$ cat src/hdl/gcpb_pkg.sv
package gcpb_pkg;

  localparam int MaxCells = 4096;
  localparam int CellAw   = $clog2(MaxCells);
  localparam int CoordW   = 32;
  localparam int SizeW    = 31;
  localparam int DimW     = 13;
  localparam int CountW   = 32;
  localparam int IdW      = 13;
  localparam int DivSteps = CoordW;
  localparam int StepW    = $clog2(DivSteps);
  localparam int WalkW    = CellAw + 1;
  localparam int CfgAw    = 3;

  localparam logic [DimW-1:0]   DimMax    = DimW'(4096);
  localparam logic [WalkW-1:0]  CellLimit = WalkW'(MaxCells);
  localparam logic [IdW-1:0]    NO_BLOCK  = {IdW{1'b1}};
  localparam logic [CountW-1:0] COUNT_MAX = {CountW{1'b1}};

  localparam logic [CfgAw-1:0] CFG_ORIGIN_X  = 3'd0;
  localparam logic [CfgAw-1:0] CFG_TOP_Y     = 3'd1;
  localparam logic [CfgAw-1:0] CFG_CELL_SIZE = 3'd2;
  localparam logic [CfgAw-1:0] CFG_GRID_COLS = 3'd3;
  localparam logic [CfgAw-1:0] CFG_GRID_ROWS = 3'd4;

  typedef enum logic [1:0] {
    REQ_BIN    = 2'd0,
    REQ_NUMBER = 2'd1,
    REQ_READ   = 2'd2,
    REQ_NONE   = 2'd3
  } req_t;

  typedef struct packed {
    logic signed [CoordW-1:0] origin_x;
    logic signed [CoordW-1:0] top_y;
    logic [SizeW-1:0]         cell_size;
    logic [DimW-1:0]          grid_cols;
    logic [DimW-1:0]          grid_rows;
  } cfg_t;

  // Classified request as it waits in the queue
  typedef struct packed {
    req_t              kind;
    logic              neg;
    logic [CoordW-1:0] off_x;
    logic [CoordW-1:0] off_y;
    logic [CellAw-1:0] sel;
  } item_t;

  function automatic logic [DimW-1:0] clamp_dim(input logic [DimW-1:0] v);
    logic [DimW-1:0] r;
    r = v;
    if (v == '0) r = DimW'(1);
    else if (v > DimMax) r = DimMax;
    return r;
  endfunction

endpackage

$ cat src/hdl/gcpb_front.sv
module gcpb_front (
  input  logic                           clk,
  input  logic                           rst_n,
  input  gcpb_pkg::cfg_t                 cfg,
  input  logic                           hold,
  input  logic                           in_valid,
  output logic                           in_stall,
  input  logic [1:0]                     in_req_type,
  input  logic signed [gcpb_pkg::CoordW-1:0] in_point_x,
  input  logic signed [gcpb_pkg::CoordW-1:0] in_point_y,
  input  logic [gcpb_pkg::CellAw-1:0]    in_cell_select,
  input  logic                           pop,
  output logic                           q_valid,
  output gcpb_pkg::item_t                q_item
);

  localparam int Ow = gcpb_pkg::CoordW + 1;

  logic signed [Ow-1:0] off_x, off_y;
  gcpb_pkg::item_t      item;
  gcpb_pkg::item_t      q_mem_r [2];
  logic                 wr_ptr_r, wr_ptr_nxt, rd_ptr_r, rd_ptr_nxt;
  logic [1:0]           cnt_r, cnt_nxt;
  logic                 push;

  // Offsets from the left and top edges; a negative one is off the grid
  assign off_x = Ow'(in_point_x) - Ow'(cfg.origin_x);
  assign off_y = Ow'(cfg.top_y) - Ow'(in_point_y);

  always_comb begin
    item.kind  = gcpb_pkg::req_t'(in_req_type);
    item.neg   = off_x[Ow-1] | off_y[Ow-1];
    item.off_x = off_x[gcpb_pkg::CoordW-1:0];
    item.off_y = off_y[gcpb_pkg::CoordW-1:0];
    item.sel   = in_cell_select;
  end

  assign in_stall = hold || (cnt_r == 2'd2);
  assign push     = in_valid && !in_stall;
  assign q_valid  = (cnt_r != 2'd0);
  assign q_item   = q_mem_r[rd_ptr_r];

  always_comb begin
    wr_ptr_nxt = wr_ptr_r ^ push;
    rd_ptr_nxt = rd_ptr_r ^ pop;
    cnt_nxt    = cnt_r + 2'(push) - 2'(pop);
  end

  always_ff @(posedge clk) begin
    if (push) q_mem_r[wr_ptr_r] <= item;
    if (!rst_n) begin
      wr_ptr_r <= 1'b0;
      rd_ptr_r <= 1'b0;
      cnt_r    <= 2'd0;
    end else begin
      wr_ptr_r <= wr_ptr_nxt;
      rd_ptr_r <= rd_ptr_nxt;
      cnt_r    <= cnt_nxt;
    end
  end

endmodule

$ cat config.mk
export PLATFORM = sky130hd
export DESIGN_NAME = gcpb_front
export DESIGN_NICKNAME = d
export VERILOG_FILES = /design/src/hdl/gcpb_pkg.sv /design/src/hdl/gcpb_front.sv
export SDC_FILE = /design/constraint.sdc
export NUM_CORES = 1
export LEC_CHECK = 0
export BUFFER_PORTS_ARGS = -buffer_cell sky130_fd_sc_hd__buf_4
export CELL_PAD_IN_SITES_DETAIL_PLACEMENT = 1
export CELL_PAD_IN_SITES_GLOBAL_PLACEMENT = 2
export CORE_ASPECT_RATIO = 1.1
export CORE_MARGIN = 2
export CORE_UTILIZATION = 33
export DETAILED_ROUTE_END_ITERATION = 12
export GPL_ROUTABILITY_DRIVEN = 0
export PLACE_DENSITY = 0.91
export SYNTH_ARGS = -nofsm -noshare
export SYNTH_HDL_FRONTEND = slang
export SYNTH_SLANG_ARGS = --single-unit
$ cat constraint.sdc
create_clock -name clk -period 3.75 [get_ports clk]
set_clock_uncertainty 0.2 [all_clocks]
set_input_delay 0.5625 -clock clk [delete_from_list [all_inputs] [get_ports clk]]
set_output_delay 0.5625 -clock clk [all_outputs]
set_load 0.02 [all_outputs]
==> After elaboration in Yosys (flattened, before gate mapping) <==
Memory sizes are Yosys's and may differ from the RTL's. A register that Yosys moved wholly into a read port is not among the register bits.
Cells that the tools add are included.
{ "op_classes": {"addsub": 4, "eq_ne": 1, "muxes": 3, "bitwise": 3, "n_reduce_logical": 4} }
{ "ops": {"columns": ["cell", "n"], "rows": [
  ["$sub 32x32->33", 2],
  ["$mux 1", 3],
  ["$add 2x1->2", 1],
  ["$eq 2x2->1 const B", 1],
  ["$reduce_bool 2->1", 1],
  ["$sub 2x1->2", 1],
  ["$xor 1x1->1", 2],
  ["$logic_and 1x1->1", 1],
  ["$logic_not 1->1", 1],
  ["$logic_or 1x1->1", 1],
  ["$or 1x1->1", 1]
]} }
{ "word_totals": {"reg_bits": 4, "ramBits": 158, "input_bits": 204, "out_inout_bits": 81, "word_cells": 19, "mem_count": 1} }
{ "mem_list": {"columns": ["memory", "words", "width", "read_ports", "rd_clocked_by_memory_dff", "write_ports", "line_no", "text"], "rows": [
  ["q_mem_r", 2, 79, 1, 1, 1, "gcpb_front.sv:21", "gcpb_pkg::item_t q_mem_r [2];"]
]} }

==> Longest topological paths before layout <==
Gate-level depths: netlist of the first run.
{ "depth": {"word_depth": 6, "depth_mapped": 10} }

==> Worst setup path after synthesis of the first run <==
Ideal clock, no wire load.
{ "synth_path": {"path_type": "input to register", "from": "input hold", "to": "memory q_mem_r[1][0] (netlist bit) (enable)", "setup_ns": 0.446, "t_arrival_ns": 2.751, "required_time_ns": 3.104, "setup_slack_ns": 0.353, "path_stages": 4, "path_buffers": 0, "path_cell_list": "a21oi_1 -> nand2_1 -> inv_1 -> ha_1"} }
{ "synth_via": {"elab_chain_len": 5} }
{ "synth_rtl": {"columns": ["element", "line_no", "text"], "rows": [
  ["start, declared", "gcpb_front.sv:5", "input logic hold,"],
  ["$logic_or 1x1->1", "gcpb_front.sv:38", "assign in_stall = hold || (cnt_r == 2'd2);"],
  ["$logic_not 1->1", "gcpb_front.sv:39", "assign push = in_valid && !in_stall;"],
  ["$logic_and 1x1->1", "gcpb_front.sv:39", null],
  ["$mux 1", "gcpb_front.sv:50", "if (push) q_mem_r[wr_ptr_r] <= item;"],
  ["$mux 1 (implied by the code)", "gcpb_front.sv:50", null],
  ["end, declared", "gcpb_front.sv:21", null]
]} }
Every way passes these cells.

==> metrics.md, run 1 <==
| Metric | Value |
|---|---|
| Vias in the first global route | `between 8,000 and 9,000` |
| Crit-path max cell delay | `~0.48 ns` |
| Die W | `between 150 and 200 µm` |
| Register bit total from synthesis | `163` |
| Post-synthesis cell count | `around 900` |
| Final Net Count | `1,381` |
| Post-CTS resize count | `0` |
| Syn avg cell area | `roughly 11 µm²` |
| Crit path buf inv count | `1` |
| VDD IR max | `between 0.3 and 0.4 mV` |
| First-pass GRT wire length | `42,500 µm` |
| Setup bufs post-CTS | `0` |
| Clock sinks | `roughly 160` |
| Antenna Nets Post-Route | `0` |
| Setup violators final | `0` |
| Final core utilization | `roughly 43%` |
| CP top delay family | `compound AO/OA/AOI/OAI gates` |
| Setup_tns | `0 ns` |
| Largest net degree at the start of global routing | `43` |
| Slew HR | `58.47%` |
| Share of cells above drive strength 1 | `between 30% and 40%` |
| Clock Latency Late Sink | `0.43 ns` |
| Post-synth net total | `~1,200` |
| Status | `complete, no violations` |
| Crit Path Category | `in -> reg` |
| Hold-fix buffers, CTS | `0` |
| Number of synthesized flops with an enable pin | `~160` |
| Initial DRC count | `327` |
| FP Rows | `66` |
| Post-DP HPWL | `approximately 21,000 µm` |
| CTS tree | `done` |
| Initial Util | `33.67%` |
| Initial antenna violation count | `1` |
| Num CTS Buffers | `17` |
| Die Area | `about 0.032 mm²` |
| Ys async rst share | `0%` |
| Final hold violation count | `0` |
| Crit path required time | `3.73 ns` |
| Hold Path Class | `in -> reg` |
| Area growth syn-to-layout | `28.13%` |
| Fin crit share | `slightly below 80%` |
| Clock transition at path regs | `~0.070 ns` |
| Drt wl/cell | `approximately 18 µm` |
| Worst Path Max Fanout | `5` |
| Synth unique cells | `73` |
| Crit-path slowest cell | `a2111oi_1` |
| Final WL | `27,050 µm` |
| Power density cells | `441.3 mW/mm²` |
| Vias post-DR | `about 7,700` |
| Vert. Die Dim | `around 190 µm` |
| Drt pass-1 iters | `6` |
| Max Cap Violations | `0` |
| Post-Syn Area | `between 0.01 and 0.015 mm²` |
| Gr ovfl total | `0` |
| Core area | `~0.030 mm²` |
| All-layer global routing usage | `between 15 and 20%` |
| Drt via density | `around 5` |
| Ys flop type | `edfxtp_1` |
| # IOs | `about 290` |
| Crit. End Element | `flip-flop` |
| Root Driver | `clkbuf_16` |
| Leak Pwr | `approximately 5.3 nW` |
| Worst slew pin tran | `approximately 0.62 ns` |
| Synth Warn # | `0` |
| # H-tree levels | `4` |
| Register area share after synthesis | `between 40% and 50%` |
| Final min period | `about 2.9 ns` |
| CP Launch Type | `input port` |
| CTS max path bufs | `2` |
| CP Cell Sequence | `buf_4, ha_1, fa_1, nor2b_1, o31a_1, nor3_1, o41ai_1, a31oi_1, a2111oi_1` |
| Filler cells | `3,271` |
| RSZ-0062 raised after global routing | `no` |
| DRC viols | `0` |
| Max-slew violation count | `0` |
| Port Buf Inserts | `approximately 230` |
| Peak Freq | `between 0.3 and 0.4 GHz` |
| CP arrival | `roughly 2.9 ns` |
## layer usage
layer	wire, µm	part of all wire (%)	global-route usage (%)	vias up
li1	-	-	-	3731
met1	11290	42	20.35	3743
met2	13860	51	30.60	188
met3	1290	4.8	3.203	37
met4	604	2.2	5.556	2
met5	8	0.030	0	-
## layout by cell type, fill, tap and decap left out, drive strengths merged, types with 6 or more instances in the layout
master | netlist | routed
nand2b | 6 | 6
o21bai | 6 | 6
o211ai | 10 | 10
o31ai | 7 | 7
edfxtp | 158 | 158
inv | 96 | 104
buf | 8 | 235
xor2 | 19 | 19
nand3 | 19 | 19
nor2b | 9 | 9
nor3 | 24 | 24
xnor2 | 28 | 28
and3 | 6 | 6
o21ai | 41 | 41
a21oi | 61 | 61
and2 | 6 | 6
mux2 | 79 | 79
nor4 | 6 | 6
a211oi | 9 | 9
a31oi | 12 | 12
o21a | 13 | 13
nand4 | 10 | 10
nand2 | 32 | 32
ha | 68 | 68
clkbuf | 22 | 17
nor2 | 46 | 46
a21o | 19 | 19
## through the flow
stage	instances	power [mW]	hold slack (ns)	setup WS, ns	area (µm²)
4_1_cts	1494	5.711	0.08994	0.8190	12820
3_5_place_dp	1462	3.839	0.3832	0.3620	12180
6_report	1495	5.660	0.1104	0.8253	12820
3_3_place_gp	1462	3.787	0.3619	0.4368	12180
5_1_grt	1494	5.917	0.08311	0.7013	12820
2_1_floorplan	883	3.259	0.3341	0.3530	10010
## cell families (layout without fill, tap and decap cells)
logic type                 count (synthesis)  in the layout  share of synthesized area [%]
other                                      0              1                              0
buffers and inverters                    126            363                          4.826
adders and majority gates                 70             70                          8.901
and+or+nand+nor                          179            179                          9.339
DFF                                      163            163                          48.41
muxes                                     84             84                          9.389
xor gates and xnor gates                  47             47                          4.113
AOI/OAI and AO/OA                        214            214                          15.03
## final timing paths
path / slack (ns) / startpoint / to / cells after the start
setup / recovery: 0.83 / cfg[89] / q_mem_r[1][70] / 9
setup reg to reg: 1.49 / cnt_r[0] / q_mem_r[1][60] / 6
hold reg to reg: 0.39 / rd_ptr_r / flip-flop / 2
hold / removal: 0.11 / in_cell_select[9] / q_mem_r[1][9] / 1
## cells in the mapped netlist (4+ instances only)
master,count,share of area (%)
nand3b_1,4,0.30
clkbuf_1,21,0.79
o21ai_0,32,1.6
and3_1,6,0.38
xor2_1,19,1.7
nand4_1,8,0.50
nand2b_1,6,0.38
nor2b_1,9,0.56
buf_2,7,0.35
edfxtp_1,158,47
a31oi_1,9,0.56
dfxtp_1,5,1.0
o21bai_1,6,0.45
mux2i_1,5,0.50
o31ai_1,4,0.30
o21ai_1,8,0.40
a21o_1,19,1.4
xnor2_1,28,2.5
nand3_1,18,0.90
nor4_1,5,0.31
mux2_2,79,8.9
o211ai_1,10,0.75
a211oi_1,7,0.53
nand2_1,32,1.2
o21a_1,13,0.98
inv_1,96,3.6
o31a_1,4,0.35
ha_1,68,8.5
nor2_1,46,1.7
and2_1,6,0.38
or2_2,4,0.25
nor3_1,22,1.1
a21oi_1,60,3.0
## layout make-up
class	instances	area (µm²)	share of cell area, %
Multi-Input combinational cell	594	4706	36.70
Inverter	96	360.3	2.810
Clock buffer	17	425.4	3.317
Tap cell	374	467.9	3.649
Sequential cell	163	4848	37.81
Antenna cell	1	2.502	0.01951
Clock inverter	15	211.5	1.649
Timing Repair Buffer	235	1802	14.05
## power by group
group | switching [mW] | internal (mW) | total [mW] | leakage (nW)
combinational | 0.861 | 0.671 | 1.53 | 3.47
sequential | 0.0483 | 2.21 | 2.26 | 1.49
clock | 0.837 | 1.03 | 1.87 | 0.310
total | 1.75 | 3.91 | 5.66 | 5.27
## flip-flops by register name (all words and copies together), names as in the netlist, named ones only
signal	count
wr_ptr_r	1
cnt_r	2
q_mem_r	158
rd_ptr_r	1
No activity file was read; power rests on OpenSTA's default activity.
==> run 2: changes to the inputs <==
--- a/config.mk
+++ b/config.mk
@@ -10,10 +10,10 @@
 export CELL_PAD_IN_SITES_GLOBAL_PLACEMENT = 2
 export CORE_ASPECT_RATIO = 1.1
 export CORE_MARGIN = 2
-export CORE_UTILIZATION = 33
+export CORE_UTILIZATION = 30
 export DETAILED_ROUTE_END_ITERATION = 12
 export GPL_ROUTABILITY_DRIVEN = 0
-export PLACE_DENSITY = 0.91
+export PLACE_DENSITY = 0.88
 export SYNTH_ARGS = -nofsm -noshare
 export SYNTH_HDL_FRONTEND = slang
 export SYNTH_SLANG_ARGS = --single-unit
==> constraint.sdc (replaced) <==
create_clock -name clk -period 2.4 [get_ports clk]
set_clock_uncertainty 0.2 [all_clocks]
set_input_delay 0.36 -clock clk [delete_from_list [all_inputs] [get_ports clk]]
set_output_delay 0.36 -clock clk [all_outputs]
set_load 0.02 [all_outputs]
==> run 2 against run 1 <==
Power up 67%. Via count is 10% higher. Critical path depth grew 3. Critical path type unchanged. Routed wire length is 15% higher. Final cell count is 16% higher. Critical endpoint is now q_mem_r[1][67]. Largest power group unchanged. Core utilization is 2.0 points higher. Die area up 9.8%. Largest cell class is now multi-input gates.
==> metrics.md, run 2 (synthesized netlist as in run 1, its figures left out) <==
| Metric | Value |
|---|---|
| Crit path buf inv count | `4 (+3)` |
| Setup violators final | `0 (unchanged)` |
| Drt pass-1 iters | `4 (-2)` |
| Final instance area | `0.01490 mm² (+16%)` |
| Die W | `178.2 µm (+4.8%)` |
| Die Area | `0.03484 mm² (+9.8%)` |
| Status | `complete, no violations` |
| RSZ-0062 raised after global routing | `yes` |
| Most frequent cells in the layout | `buf_4, edfxtp_1, inv_1` |
| Placed cell count | `1,673 (+14%)` |
| Antenna Nets Post-Route | `0 (unchanged)` |
| Routed wl met2 | `16,940 µm (+22%)` |
| Max Cap Violations | `0 (unchanged)` |
| Hold Path Depth | `3 (+2)` |
| CP top delay family | `compound AO/OA/AOI/OAI gates` |
| Crit-path max cell delay | `0.36 ns (-0.12 ns)` |
| Num CTS Buffers | `17 (unchanged)` |
| Final Net Count | `1,566 (+13%)` |
| CP Launch Type | `input port` |
| Vias in the first global route | `8,983 (+10%)` |
| Leak Pwr | `6.246 nW (+19%)` |
| # H-tree levels | `4 (unchanged)` |
| Reg2Reg Setup Slack | `0.40 ns (-1.09 ns)` |
| All-layer global routing usage | `17.57% (+0.53 points)` |
| Metal1 wirelength | `12,400 µm (+9.8%)` |
| Final hold violation count | `0 (unchanged)` |
| Top Registers | `q_mem_r x158, cnt_r x2` |
| Clock Latency Late Sink | `0.43 ns (about the same)` |
| Most common cell after layout, fill and taps aside | `buf_4` |
| CTS tree | `done` |
| Drt wl/cell | `17.95 µm (-0.80%)` |
| Final core utilization | `45.13% (+2.0 points)` |
| Final WL | `31,180 µm (+15%)` |
| Non-Filler Instances | `1,737 (+16%)` |
| DRC viols | `0 (unchanged)` |
| Initial antenna violation count | `0 (-1)` |
| Drt via density | `4.876 (-5.3%)` |
| CP Cell Sequence | `buf_4, inv_1, ha_4, buf_4, o211ai_1, nor4_4, o21ai_2, a31oi_4, buf_6, a21o_1, a21oi_1, xnor2_1` |
| Core area | `0.03302 mm² (+11%)` |
| Largest net degree at the start of global routing | `47 (+9.3%)` |
| # IOs | `285 (unchanged)` |
| Placed cell areas | `0.01378 mm² (+13%)` |
| Final min period | `approximately 2.4 ns` |
| CP arrival | `2.36 ns (-0.54 ns)` |
| Peak Freq | `0.4206 GHz` |
| Worst Path Max Fanout | `5 (unchanged)` |
| Vias post-DR | `8,470 (+10%)` |
| Worst R2R Path Depth | `9 (+3)` |
| Worst slew pin tran | `0.5161 ns (-0.1069 ns)` |
| FP Rows | `70 (+6.1%)` |
| Clock transition at path regs | `0.07 ns (about the same)` |
| Fin crit share | `~99%` |
| Max-slew violation count | `0 (unchanged)` |
| Critical Path Most Common Cell | `buf_4` |
| Top Layer Used | `met4` |
| Reg-to-reg endpoint | `cnt_r[1]` |
| Share of cells above drive strength 1 | `46.74% (+13 points)` |
| Largest reg by FF count | `q_mem_r` |
| Crit. End Element | `flip-flop` |
| Post-DP HPWL | `23,960 µm (+15%)` |
| WHS | `0.07093 ns (-0.03944 ns)` |
| Reg2reg start | `cnt_r[0]` |
| Initial DRC count | `267 (-18%)` |
| Power, Total | `9.450 mW (+67%)` |
| Port Buf Inserts | `227 (unchanged)` |
| Slew HR | `65.60% (+7.1 points)` |
| CTS max path bufs | `2 (unchanged)` |
| Crit Path Category | `in -> reg` |
| Max FFs per register | `158 (unchanged)` |
| Dpl ws | `-0.5738 ns (-0.9358 ns)` |
| Critical path depth | `12 (+3)` |
| Hold Path Class | `in -> reg` |
| Power density cells | `634.1 mW/mm² (+44%)` |
| First-pass GRT wire length | `47,400 µm (+12%)` |
| ANT cells | `0 (-1)` |
| Setup_tns | `0 ns (unchanged)` |
| Critical path origin | `cfg[96]` |
| Routed met3 length | `1095 µm (-15%)` |
| VDD IR max | `0.4747 mV (+56%)` |
| Final worst slack | `0.02261 ns (-0.8027 ns)` |
| Crit-path slowest cell | `nor4_4` |
| Filler cells | `3,616 (+11%)` |
| Hold_sp | `pop` |
| Clock sinks | `163 (unchanged)` |
| Vert. Die Dim | `195.6 µm (+4.8%)` |
| Crit path required time | `2.38 ns (-1.35 ns)` |
| Initial Util | `30.31% (-3.4 points)` |
| Gr ovfl total | `0 (unchanged)` |
| Root Driver | `clkbuf_16` |
| Area growth syn-to-layout | `48.91%` |
-- run 2: cell types whose count changed in the layout (fill, tap and decap cells not counted), sizes merged --
cell	delta
clkinvlp	+1
clkinv	-3
buf	+170
diode	-1
dlygate4sd3	+15
bufinv	+1
clkbuf	+1
-- run 2: final cells by class --
class / instances / area [µm²] / share of cell area, %
clock buffers: 18 / 429.2 / 2.880
clock inverters: 14 / 190.2 / 1.276
inverters: 96 / 387.9 / 2.603
multi-input cells: 594 / 5175 / 34.72
flip-flops and latches: 163 / 4848 / 32.53
well taps: 432 / 540.5 / 3.627
repair buffers: 420 / 3332 / 22.36
-- run 2: per-layer routing --
layer	up-vias	track usage (%)
met5	-	0
met4	0	5.768
met3	40	2.551
met2	207	33.25
met1	4136	19.91
li1	4087	-
-- run 2: what timing repair did --
item,4_1_cts,5_1_grt
pin swaps,10,31
setup buffers,11,9
hold endpoints to repair,33,0
hold buffers,15,0
endpoints found under the setup margin,16,48
resized for setup,11,32
-- run 2: tightest hold or removal path, stage by stage --
cell and delay (ns):
buf_4 0.10, xor2_1 0.07, and2_1 0.15
-- run 2: worst max-delay path by stage --
stage / slack, ns / to
global placement: -0.49 / q_mem_r[1][73]
CTS: -0.03 / q_mem_r[0][76]
finish: 0.02 / q_mem_r[1][67]
global route: -0.08 / q_mem_r[1][76]
floorplan: -0.82 / q_mem_r[1][0]
detailed placement: -0.57 / q_mem_r[1][73]
-- run 2: where the power goes --
part | total [mW] | switching [mW] | leakage, nW | internal (mW)
Clock | 2.91 | 1.23 | 0.301 | 1.67
Sequential | 3.51 | 0.0518 | 1.49 | 3.46
Combinational | 3.03 | 1.57 | 4.46 | 1.46
Total | 9.45 | 2.85 | 6.25 | 6.60
